--- config.mk ---
export PLATFORM = sky130hd
export DESIGN_NAME = i8mm_queue
export DESIGN_NICKNAME = d
export VERILOG_FILES = /design/src/design/i8mm_pkg.sv /design/src/design/i8mm_queue.sv
export SDC_FILE = /design/constraint.sdc
export NUM_CORES = 1
export LEC_CHECK = 0
export BUFFER_PORTS_ARGS = -buffer_cell sky130_fd_sc_hd__buf_2
export CORE_MARGIN = 2
export CORE_UTILIZATION = 25
export CTS_CLUSTER_SIZE = 40
export DETAILED_ROUTE_END_ITERATION = 8
export GPL_ROUTABILITY_DRIVEN = 0
export PLACE_DENSITY_LB_ADDON = 0.05
export SLEW_MARGIN = 25
export SYNTH_ARGS = -nofsm -noshare
export SYNTH_HDL_FRONTEND = slang
export SYNTH_SLANG_ARGS = --single-unit
--- constraint.sdc ---
create_clock -name clock -period 4.5 [get_ports clock]
set_input_delay 0.45 -clock clock [delete_from_list [all_inputs] [get_ports clock]]
set_output_delay 0.45 -clock clock [all_outputs]
set_load 0.01 [all_outputs]
--- src/design/i8mm_pkg.sv ---
// Shared types and constants for the int8 matrix multiply core.
// No dependencies; every other design file imports this package.
package i8mm_pkg;

   // command codes on the request tuser
   localparam logic [1:0] CMD_LOAD_A  = 2'd0;
   localparam logic [1:0] CMD_LOAD_B  = 2'd1;
   localparam logic [1:0] CMD_COMPUTE = 2'd2;

   // register indexes on the csr channel
   localparam logic [1:0] CSR_ROWS  = 2'd0;
   localparam logic [1:0] CSR_COLS  = 2'd1;
   localparam logic [1:0] CSR_DEPTH = 2'd2;

   localparam int CSR_DATA_W = 9;
   localparam int REQ_DATA_W = 24;
   localparam int RSP_DATA_W = 48;
   localparam int SUM_W      = 24;

   // front-to-back queue
   localparam int QUEUE_DEPTH = 4;
   localparam int QPW         = $clog2(QUEUE_DEPTH);
   localparam int QCW         = $clog2(QUEUE_DEPTH + 1);

   typedef enum logic [1:0] {
      KIND_LOAD_A,
      KIND_LOAD_B,
      KIND_RUN,
      KIND_FAULT
   } op_kind_type;

   typedef struct packed {
      op_kind_type       kind;
      logic [7:0]        row;
      logic [7:0]        col;
      logic signed [7:0] element;
   } op_type;

   typedef enum logic [1:0] {
      ST_IDLE,
      ST_MAC,
      ST_DRAIN,
      ST_DONE
   } back_state_type;

endpackage

--- src/design/i8mm_queue.sv ---
// Short queue of classified words between the front and back ends.
// Depends on i8mm_pkg for the word type and depth.
module i8mm_queue (
   input  logic             clock,
   input  logic             reset,
   input  logic             push,
   input  i8mm_pkg::op_type op_in,
   input  logic             pop,
   output i8mm_pkg::op_type op_out,
   output logic             full,
   output logic             empty
);
   import i8mm_pkg::*;

   op_type         q_ff [QUEUE_DEPTH];
   logic [QPW-1:0] wr_ptr_ff, wr_ptr_in;
   logic [QPW-1:0] rd_ptr_ff, rd_ptr_in;
   logic [QCW-1:0] count_ff, count_in;
   logic           do_push, do_pop;

   assign full    = (count_ff == QCW'(QUEUE_DEPTH));
   assign empty   = (count_ff == '0);
   assign do_push = push && !full;
   assign do_pop  = pop && !empty;
   assign op_out  = q_ff[rd_ptr_ff];

   always_comb begin
      wr_ptr_in = do_push ? wr_ptr_ff + QPW'(1) : wr_ptr_ff;
      rd_ptr_in = do_pop ? rd_ptr_ff + QPW'(1) : rd_ptr_ff;
      count_in  = count_ff;
      if (do_push && !do_pop) begin
         count_in = count_ff + QCW'(1);
      end else if (do_pop && !do_push) begin
         count_in = count_ff - QCW'(1);
      end
   end

   always_ff @(posedge clock) begin
      if (reset) begin
         wr_ptr_ff <= '0;
         rd_ptr_ff <= '0;
         count_ff  <= '0;
      end else begin
         wr_ptr_ff <= wr_ptr_in;
         rd_ptr_ff <= rd_ptr_in;
         count_ff  <= count_in;
      end
   end

   always_ff @(posedge clock) begin
      if (do_push) begin
         q_ff[wr_ptr_ff] <= op_in;
      end
   end

endmodule

==> results.txt <==
hpwl dp = 5059 um
DP Area = 4751 um2
net total in the final layout = 290
sequential-to-total area share from yosys stat = 77.81%
Horiz. Die Dim = 134.3 um
top-count cell post-synth = edfxtp_1
global route overflow = 0
max-slew violation count = 0
post-synth net total = 220
routed wire length = 8605 um
register share of total power = 41.8%
Main synth FF type = edfxtp_1
number of unique standard cell types used by synthesis = 24
routed vias = 1992
post-synth top area share = 73.56%
filler cell count = 1637
internal power of the cells = 2490 uW
tightest slew margin relative to the limit = 46.14%
Antenna Nets Post-Route = 0
pin count of the biggest net entering global routing = 27
number of inserted diodes = 0
number of setup buffers added after CTS = 0
largest fanout on the critical path = 18
clock insertion delay at the later pin of the skew report = 410 ps
most numerous cell types in the synthesized netlist = 104 x edfxtp_1, 26 x mux4_2, 9 x dfxtp_1
RSZ-0062 raised after global routing = no
flop2flop setup slack = 2330 ps
Post-Route Utilization = 32.26%
die outline height = 134.3 um
top cells by area in the synthesized netlist = edfxtp_1 74%, mux4_2 14%, dfxtp_1 4.2%, ha_1 1.5%, buf_12 0.94%
proportion of power drawn by the clock network = 40.8%
DRT Pass-1 Iters = 6
Async S/R FF share, synth = 0%
GR Util All Layers = 10.56%
remaining routing DRC violations = 0
cell taking the most area after synthesis = edfxtp_1
total power divided by cell area = 617.7 nW/um2
total negative slack = 0 ps
kind of capture point of the worst setup path = output pin
category of the critical setup timing path = flip-flop to output pin
clock-pin slew of the registers on the worst-case setup and hold paths = 50 ps
endpoints failing setup = 0
number of DRC markers in iteration 0 = 120
core area = 16580 um2
share of cells above drive strength 1 = 44.94%
global-route wire length before repair = 13300 um
worst hold-check path type = input pin to flip-flop
Yosys Warn Count = 0
number of clock sinks = 113
clock tree from TritonCTS = done
Max-Cap Viols = 0
design area = 5350 um2
number of placement rows = 47
actual transition at the worst max-transition pin = 807.9 ps
port bufs = 57
total net switching power = 814.6 uW
I/O pins = 58
Final Cycle Share = 59.49%
full die area = 18040 um2
number of enable flip-flop cells after synthesis = 104
detail-routed via count per cell = 4.090
chain of cells forming the critical path = buf_4 -> mux4_2 -> buf_2
Starting Density = 25.60%
root buffer selected by CTS = clkbuf_16
Avg WL per Cell = 17.67 um
synthesized instance count = 184
critical path data arrival time = 2230 ps
portion of total power attributed to combinational logic = 17.4%
maximum level of the CTS H-tree = 4
slowest cell on the critical path = dfxtp_2
via count of the first global-routing pass = 2244
startpoint class of the critical path = flip-flop
initial antenna violation count = 0
post-synthesis instance area = 4245 um2
final critical delay including setup and external delays = 2677 ps
status = completed
Layout Skew = 6.470 ps
number of gates resized after CTS = 0
number of buffers added by the clock tree synthesis step = 17
Area growth syn-to-layout = 26.02%
Synth Area per Inst = 23.07 um2
post-cts hold buffer count = 0
critical path required time = 4050 ps
maximum cell stage delay along the critical path = 780 ps
reported leakage power = 0.001822 uW
Final Hold Viols = 0
post-synthesis sequential element count = 113
maximum ir drop on the vdd rail = 0.2827 mV
Max clock buf depth = 2
maximum frequency from static timing analysis = 0.3735 GHz
fraction of power spent switching nets = 24.65%
==> layout make-up <==
class / instances / area (um2) / share of cell area (%)
clock buffers: 18 / 429.2 / 8.022
clock inverters: 14 / 170.2 / 3.181
inverters: 4 / 15.01 / 0.2806
multi-input cells: 60 / 862.1 / 16.11
flip-flops and latches: 113 / 3306 / 61.79
well taps: 220 / 275.3 / 5.145
repair buffers: 58 / 292.8 / 5.472
==> cells in the final DEF (no fill, tap or decap), drive strengths merged, types with 2 or more instances in the layout <==
cell type  netlist  final
edfxtp         104    104
buf              5     58
mux4            26     26
clkbuf           2     18
dfxtp            9      9
clkinv           0      8
nor2             6      6
ha               5      5
inv              4      4
and2             4      4
xor2             4      4
bufinv           0      4
o21ai            2      2
or3              2      2
a21oi            2      2
mux2i            2      2
nand2b           2      2
clkinvlp         0      2
==> state kept, by name, summed over array words and instances, names as in the netlist, named ones only <==
name       flops
count_ff       3
rd_ptr_ff      2
wr_ptr_ff      2
q_ff         104
==> power groups by stage <==
stage	registers, uW	logic, uW	clock network (uW)
after global placement	1410	600	0
after detailed placement	1410	597	0
final	1380	576	1350
after floorplan	1320	479	0
after CTS	1390	597	1380
after global routing	1400	636	1430
==> routing by layer <==
metal / wire length, um / vias up / global-route usage [%]
li1: - / 901 / -
met1: 3565 / 1038 / 11.90
met2: 4513 / 43 / 17.69
met3: 403 / 10 / 4.082
met4: 123 / 0 / 4.912
met5: 0 / - / 0
==> critical path: cells and delay by family (launching register included) <==
| kind | cells | cell delay, ps |
|---|---|---|
| DFF | 1 | 780 |
| muxes | 1 | 520 |
| buffers and inverters | 2 | 500 |
==> per-stage QoR <==
step	hold WS [ps]	setup WS [ps]	instances	total power, uW
3_3_place_gp	512.1	2153	455	2012
3_5_place_dp	511.0	2160	455	2005
4_1_cts	236.6	1712	487	3371
2_1_floorplan	481.8	2516	184	1801
5_1_grt	246.2	1595	487	3475
6_report	260.1	1823	487	3305
==> path summary, 6_finish.rpt <==
kind                             start                         to  cells after the start
max                          flip-flop                 op_out[21]                      3
min                           op_in[0]       q_ff[0][0]$_DFFE_PP_                      1
max reg2reg   count_ff[0]$_SDFFE_PP0P_   count_ff[2]$_SDFFE_PP0P_                      8
min reg2reg  rd_ptr_ff[1]$_SDFFE_PP0P_  rd_ptr_ff[1]$_SDFFE_PP0P_                      2
==> kinds of logic (layout without fill, tap and decap cells) <==
family / after synthesis / in the layout / synth area share [%]
buf+inv: 11 / 94 / 2.004
compound gates: 6 / 6 / 0.9726
simple gates: 16 / 16 / 2.181
xor+xnor: 4 / 4 / 0.8251
mux: 28 / 28 / 14.26
fa+ha+maj: 6 / 6 / 1.945
flops: 113 / 113 / 77.81
(Power assumes the default switching activity.)
