===== config.mk =====
export PLATFORM = sky130hd
export DESIGN_NAME = i8mm_front
export DESIGN_NICKNAME = d
export VERILOG_FILES = /design/src/design/i8mm_pkg.sv /design/src/design/i8mm_front.sv
export SDC_FILE = /design/constraint.sdc
export NUM_CORES = 1
export LEC_CHECK = 0
export BUFFER_PORTS_ARGS = -buffer_cell sky130_fd_sc_hd__buf_2
export CAP_MARGIN = 20
export CORE_MARGIN = 5
export CORE_UTILIZATION = 40
export CTS_CLUSTER_SIZE = 25
export DETAILED_ROUTE_END_ITERATION = 12
export PLACE_DENSITY_LB_ADDON = 0.05
export SLEW_MARGIN = 0
export SYNTH_ARGS = -nofsm -noshare
export SYNTH_HDL_FRONTEND = slang
export SYNTH_SLANG_ARGS = --single-unit

===== constraint.sdc =====
create_clock -name clock -period 6.84 [get_ports clock]
set_clock_uncertainty 0.2 [all_clocks]
set_input_delay 2.052 -clock clock [delete_from_list [all_inputs] [get_ports clock]]
set_output_delay 2.052 -clock clock [all_outputs]
set_load 0.02 [all_outputs]

===== src/design/i8mm_pkg.sv =====
// Shared types and constants for the int8 matrix multiply core.
// No dependencies; every other design file imports this package.
package i8mm_pkg;

   // command codes on the request tuser
   localparam logic [1:0] CMD_LOAD_A  = 2'd0;
   localparam logic [1:0] CMD_LOAD_B  = 2'd1;
   localparam logic [1:0] CMD_COMPUTE = 2'd2;

   // register indexes on the csr channel
   localparam logic [1:0] CSR_ROWS  = 2'd0;
   localparam logic [1:0] CSR_COLS  = 2'd1;
   localparam logic [1:0] CSR_DEPTH = 2'd2;

   localparam int CSR_DATA_W = 9;
   localparam int REQ_DATA_W = 24;
   localparam int RSP_DATA_W = 48;
   localparam int SUM_W      = 24;

   // front-to-back queue
   localparam int QUEUE_DEPTH = 4;
   localparam int QPW         = $clog2(QUEUE_DEPTH);
   localparam int QCW         = $clog2(QUEUE_DEPTH + 1);

   typedef enum logic [1:0] {
      KIND_LOAD_A,
      KIND_LOAD_B,
      KIND_RUN,
      KIND_FAULT
   } op_kind_type;

   typedef struct packed {
      op_kind_type       kind;
      logic [7:0]        row;
      logic [7:0]        col;
      logic signed [7:0] element;
   } op_type;

   typedef enum logic [1:0] {
      ST_IDLE,
      ST_MAC,
      ST_DRAIN,
      ST_DONE
   } back_state_type;

endpackage


===== src/design/i8mm_front.sv =====
// Front end: request intake, register file and command classification.
// Depends on i8mm_pkg; pushes classified words into i8mm_queue.
module i8mm_front #(
   parameter int MAX_ROWS  = 16,
   parameter int MAX_COLS  = 16,
   parameter int MAX_DEPTH = 256,
   localparam int KW = $clog2(MAX_DEPTH + 1)
) (
   input  logic                                clock,
   input  logic                                reset,
   input  logic                                req_tvalid,
   output logic                                req_tready,
   input  logic [i8mm_pkg::REQ_DATA_W-1:0]     req_tdata,  // row, col, element
   input  logic [1:0]                          req_tuser,  // cmd
   input  logic                                csr_valid,
   output logic                                csr_ready,
   input  logic [1:0]                          csr_index,
   input  logic [i8mm_pkg::CSR_DATA_W-1:0]     csr_data,
   input  logic                                q_full,
   output logic                                q_push,
   output i8mm_pkg::op_type                    q_op,
   output logic [KW-1:0]                       depth_eff
);
   import i8mm_pkg::*;

   logic [4:0] rows_ff, rows_in;
   logic [4:0] cols_ff, cols_in;
   logic [8:0] depth_ff, depth_in;
   logic [8:0] rows_eff, cols_eff;
   logic [7:0] row_w, col_w;
   logic       keep;

   assign csr_ready = 1'b1;

   always_comb begin
      rows_in  = rows_ff;
      cols_in  = cols_ff;
      depth_in = depth_ff;
      if (csr_valid) begin
         case (csr_index)
            CSR_ROWS:  rows_in  = csr_data[4:0];
            CSR_COLS:  cols_in  = csr_data[4:0];
            CSR_DEPTH: depth_in = csr_data[8:0];
            default: ;
         endcase
      end
   end

   always_ff @(posedge clock) begin
      if (reset) begin
         rows_ff  <= 5'd16;
         cols_ff  <= 5'd16;
         depth_ff <= 9'd256;
      end else begin
         rows_ff  <= rows_in;
         cols_ff  <= cols_in;
         depth_ff <= depth_in;
      end
   end

   // registers saturate at the store dimensions
   assign rows_eff  = (32'(rows_ff) > MAX_ROWS) ? 9'(MAX_ROWS) : 9'(rows_ff);
   assign cols_eff  = (32'(cols_ff) > MAX_COLS) ? 9'(MAX_COLS) : 9'(cols_ff);
   assign depth_eff = (32'(depth_ff) > MAX_DEPTH) ? KW'(MAX_DEPTH) : KW'(depth_ff);

   assign row_w = req_tdata[7:0];
   assign col_w = req_tdata[15:8];

   always_comb begin
      keep         = 1'b0;
      q_op.kind    = KIND_RUN;
      q_op.row     = row_w;
      q_op.col     = col_w;
      q_op.element = req_tdata[23:16];
      case (req_tuser)
         CMD_LOAD_A: begin
            q_op.kind = KIND_LOAD_A;
            keep      = (32'(row_w) < MAX_ROWS) && (32'(col_w) < MAX_DEPTH);
         end
         CMD_LOAD_B: begin
            q_op.kind = KIND_LOAD_B;
            keep      = (32'(row_w) < MAX_DEPTH) && (32'(col_w) < MAX_COLS);
         end
         CMD_COMPUTE: begin
            keep = 1'b1;
            if (({1'b0, row_w} >= rows_eff) || ({1'b0, col_w} >= cols_eff)) begin
               q_op.kind = KIND_FAULT;
            end
         end
         default: keep = 1'b0;  // unused command, dropped
      endcase
   end

   assign req_tready = !q_full;
   assign q_push     = req_tvalid && !q_full && keep;

endmodule


==> metrics.md <==
| Metric | Value |
|---|---|
| Run status | finished, final reports clean |
| Hold bufs inserted after CTS | 0 |
| Total of fill cells in the finished design | 344 |
| Element type at the critical path start | input pin |
| Global-route wire length before repair | 4.126 mm |
| Detail-routed net length per standard cell | 11.35 µm |
| Slowest stage delay, CP | 0.41 ns |
| Synthesis-to-layout area growth | 13.93% |
| Initial antenna violation count | 0 |
| Number of clock sinks seen by CTS | 19 |
| Placement Rows | 20 |
| Avg Cell Area, Syn | 8.498 µm² |
| Leakage power of the design | 0.7739 nW |
| Dominant combinational cell family by area after synthesis | simple AND/OR/NAND/NOR gates |
| Most frequent cell on the critical path | sky130_fd_sc_hd__buf_2 |
| Port Buffers | 62 |
| Leading cell type in the layout, fill and taps excluded | sky130_fd_sc_hd__buf_2 |
| Power Density | 154.9 mW/mm² |
| Slew Limit Fails | 0 |
| Setup total negative slack | 0 ns |
| Placer congestion estimate | 0.7156 |
| Commonest cells after routing, fill and taps aside | 62 x sky130_fd_sc_hd__buf_2, 22 x sky130_fd_sc_hd__nor2_1, 19 x sky130_fd_sc_hd__dfxtp_1, 16 x sky130_fd_sc_hd__mux2i_1 |
| RSZ-0062 raised after global routing | false |
| Multiplexer share of the synthesized area | 12.65% |
| Critical path's slowest cell | sky130_fd_sc_hd__a2111o_1 |
| Total of max-cap violations | 0 |
| GRT Util Overall | 11.81% |
| Number of instances in the synthesized netlist | 149 |
| Worst min path class | reg -> reg |
| Highest clock frequency the design can meet | 0.1789 GHz |
| Die Footprint | 0.004391 mm² |
| Final net count | 238 |
| Number of antenna repair diodes | 0 |
| Initial standard-cell utilization of the core | 41.48% |
| Post-layout util | 47.25% |
| Flip-flop and latch count after synthesis | 19 |
| Post-route DRC | 0 |
| Setup violators final | 0 |
| Arithmetic-cell share of the synthesized area counting full adders, half adders and majority gates | 9.881% |
| Number of post-CTS setup repair buffers | 0 |
| H-tree Lvls | 1 |
| Cells along the critical path | buf_2 -> inv_1 -> ha_1 -> nand2b_1 -> a2111o_1 -> nand4_1 -> o211ai_1 -> buf_2 |
| Reg clk slew, reported paths | 0.10 ns |
| Horizontal extent of the die | 66.27 µm |
| Number of different library cells in the post-synthesis netlist | 28 |
| Required time of the critical path | 4.59 ns |
| Number of buffers created by CTS | 3 |
| Max-slew headroom at the worst pin | 58.95% |
| Layout cell share with drive strength beyond 1 | 36.22% |
| Worst-margin pin slew | 0.6139 ns |
| Summed instance area of the synthesized netlist | 0.001266 mm² |
| Drt total wl | 2.600 mm |
| Die extent in y | 66.27 µm |
| Sequential area share after synthesis | 30.04% |
| Endpoint type of the worst setup path | output port |
| Vias in the first global route | 993 |
| Shortest clock period the worst path allows after layout | 5.589 ns |
| Number of nets still failing antenna checks after routing | 0 |
| Router iterations before antenna repair | 4 |
| Maximum number of pins on one net before global-route repair | 20 |
| Compound-Gate Fraction of Synth Area | 5.435% |
| Arrival @ worst endpoint | 3.34 ns |
| Final count of hold timing violations | 0 |
| Basic-gate share of the synthesized area counting and, or, nand and nor cells | 21.94% |
| Iter 0 DRT Violations | 26 |
| Grt ovf | 0 |
| I/O pins | 80 |
| Crit Path Class | in -> out |
| Detail-routed via count per cell | 4.590 |
| Clock tree root buffer cell | sky130_fd_sc_hd__clkbuf_4 |
| Yosys synthesis warning count | 0 |
| Vias | 1051 |
| Crit share post-route | 81.70% |
| Half-perimeter wire length after detailed placement | 2.178 mm |
| Area share of xor/xnor cells in the synthesized design | 0.6917% |
| Core box area | 0.003053 mm² |
| Syn_nets | 201 |
| Maximum net fanout on the critical path | 2 |
| Total of cells resized after clock tree synthesis | 0 |
| Maximum resistive drop on vdd | 0.0001026 V |
| Number of buffers on the longest clock path | 2 |
| Clock insertion delay at the later pin of the skew report | 0.29 ns |
| TritonCTS clock tree | yes |
==> layer usage <==
layer  wire length, µm  up-vias  GRT usage (%)
met1              1186      477          14.96
met3               198        2          2.211
met5                 0        -              0
met4                13        0          3.046
met2              1202       35          20.32
li1                  -      537              -
==> kinds of logic (layout without fill, tap and decap cells) <==
family / count (synthesis) / in the layout
simple gates: 55 / 55
buf+inv: 37 / 73
flops: 19 / 19
mux: 16 / 16
fa+ha+maj: 10 / 10
compound gates: 10 / 10
other cells: 1 / 1
xor+xnor: 1 / 1
==> report_power, final <==
part | internal, mW | switching (mW)
registers | 0.115 | 0.00256
logic | 0.0221 | 0.0297
clock network | 0.0226 | 0.0319
total | 0.159 | 0.0642
==> synth_stat cells <==
master / count / area share, %
sky130_fd_sc_hd__buf_4: 25 / 15
sky130_fd_sc_hd__nor2_1: 22 / 6.5
sky130_fd_sc_hd__dfxtp_1: 19 / 30
sky130_fd_sc_hd__mux2i_1: 16 / 13
sky130_fd_sc_hd__ha_1: 10 / 9.9
sky130_fd_sc_hd__nand2_1: 10 / 3.0
sky130_fd_sc_hd__nor2b_1: 10 / 4.9
sky130_fd_sc_hd__inv_1: 7 / 2.1
sky130_fd_sc_hd__a21oi_1: 3 / 1.2
sky130_fd_sc_hd__nand2b_1: 3 / 1.5
sky130_fd_sc_hd__nor3_1: 3 / 1.2
sky130_fd_sc_hd__a211o_1: 2 / 1.4
sky130_fd_sc_hd__clkbuf_1: 2 / 0.59
sky130_fd_sc_hd__nand4_1: 2 / 0.99
sky130_fd_sc_hd__o21ai_0: 2 / 0.79
sky130_fd_sc_hd__a2111o_1: 1 / 0.89
sky130_fd_sc_hd__and3_1: 1 / 0.49
sky130_fd_sc_hd__buf_1: 1 / 0.30
sky130_fd_sc_hd__buf_2: 1 / 0.39
sky130_fd_sc_hd__buf_6: 1 / 0.89
sky130_fd_sc_hd__conb_1: 1 / 0.30
sky130_fd_sc_hd__nand3_1: 1 / 0.39
sky130_fd_sc_hd__nand3b_1: 1 / 0.59
sky130_fd_sc_hd__nand3b_2: 1 / 0.89
sky130_fd_sc_hd__nor3b_4: 1 / 1.5
sky130_fd_sc_hd__o211ai_1: 1 / 0.59
sky130_fd_sc_hd__o21a_1: 1 / 0.59
sky130_fd_sc_hd__xor2_1: 1 / 0.69
==> worst paths after layout <==
path | startpoint | end | slack (ns) | cells after the start
worst min-delay path | rows_ff[0]$_SDFFE_PP0P_ | rows_ff[0]$_SDFFE_PP0P_ | 0.30 | 2
worst max-delay path | req_tdata[0] | q_op[24] | 1.25 | 8
worst min register to register | rows_ff[0]$_SDFFE_PP0P_ | rows_ff[0]$_SDFFE_PP0P_ | 0.30 | 2
worst max register to register | rows_ff[4]$_SDFFE_PP1P_ | rows_ff[4]$_SDFFE_PP1P_ | 5.76 | 3
==> flip-flops by register name, summed over array words and instances (netlist names) <==
signal,cells
depth_ff,9
rows_ff,5
cols_ff,5
==> cell type report <==
class,instances,area (µm²),share of cell area [%]
clock buffer,4,26.28,1.821
sequential,19,380.4,26.37
multi-input combinational,93,644.4,44.67
tap,44,55.05,3.816
inverter,7,26.28,1.821
timing repair buffer,62,310.3,21.51
==> through the flow <==
| stage | hold slack, ns | worst slack (ns) | instance area [µm²] | power, mW | instances |
|---|---|---|---|---|---|
| floorplan | 0.2520 | 1.446 | 1266 | 0.1635 | 149 |
| global placement | 0.2674 | 1.257 | 1416 | 0.1709 | 225 |
| finish | 0.2953 | 1.251 | 1443 | 0.2235 | 229 |
| global route | 0.3235 | 1.173 | 1443 | 0.2405 | 229 |
| CTS | 0.3028 | 1.240 | 1443 | 0.2278 | 229 |
| detailed placement | 0.2775 | 1.264 | 1416 | 0.1723 | 225 |
==> worst max-delay path, delay by kind of cell <==
family                     cells  cell delay (ns)
adders and majority gates      1             0.27
buffers and inverters          3             0.28
and+or+nand+nor                2             0.24
AOI/OAI and AO/OA              2             0.49
No activity file was read; power rests on OpenSTA's default activity.
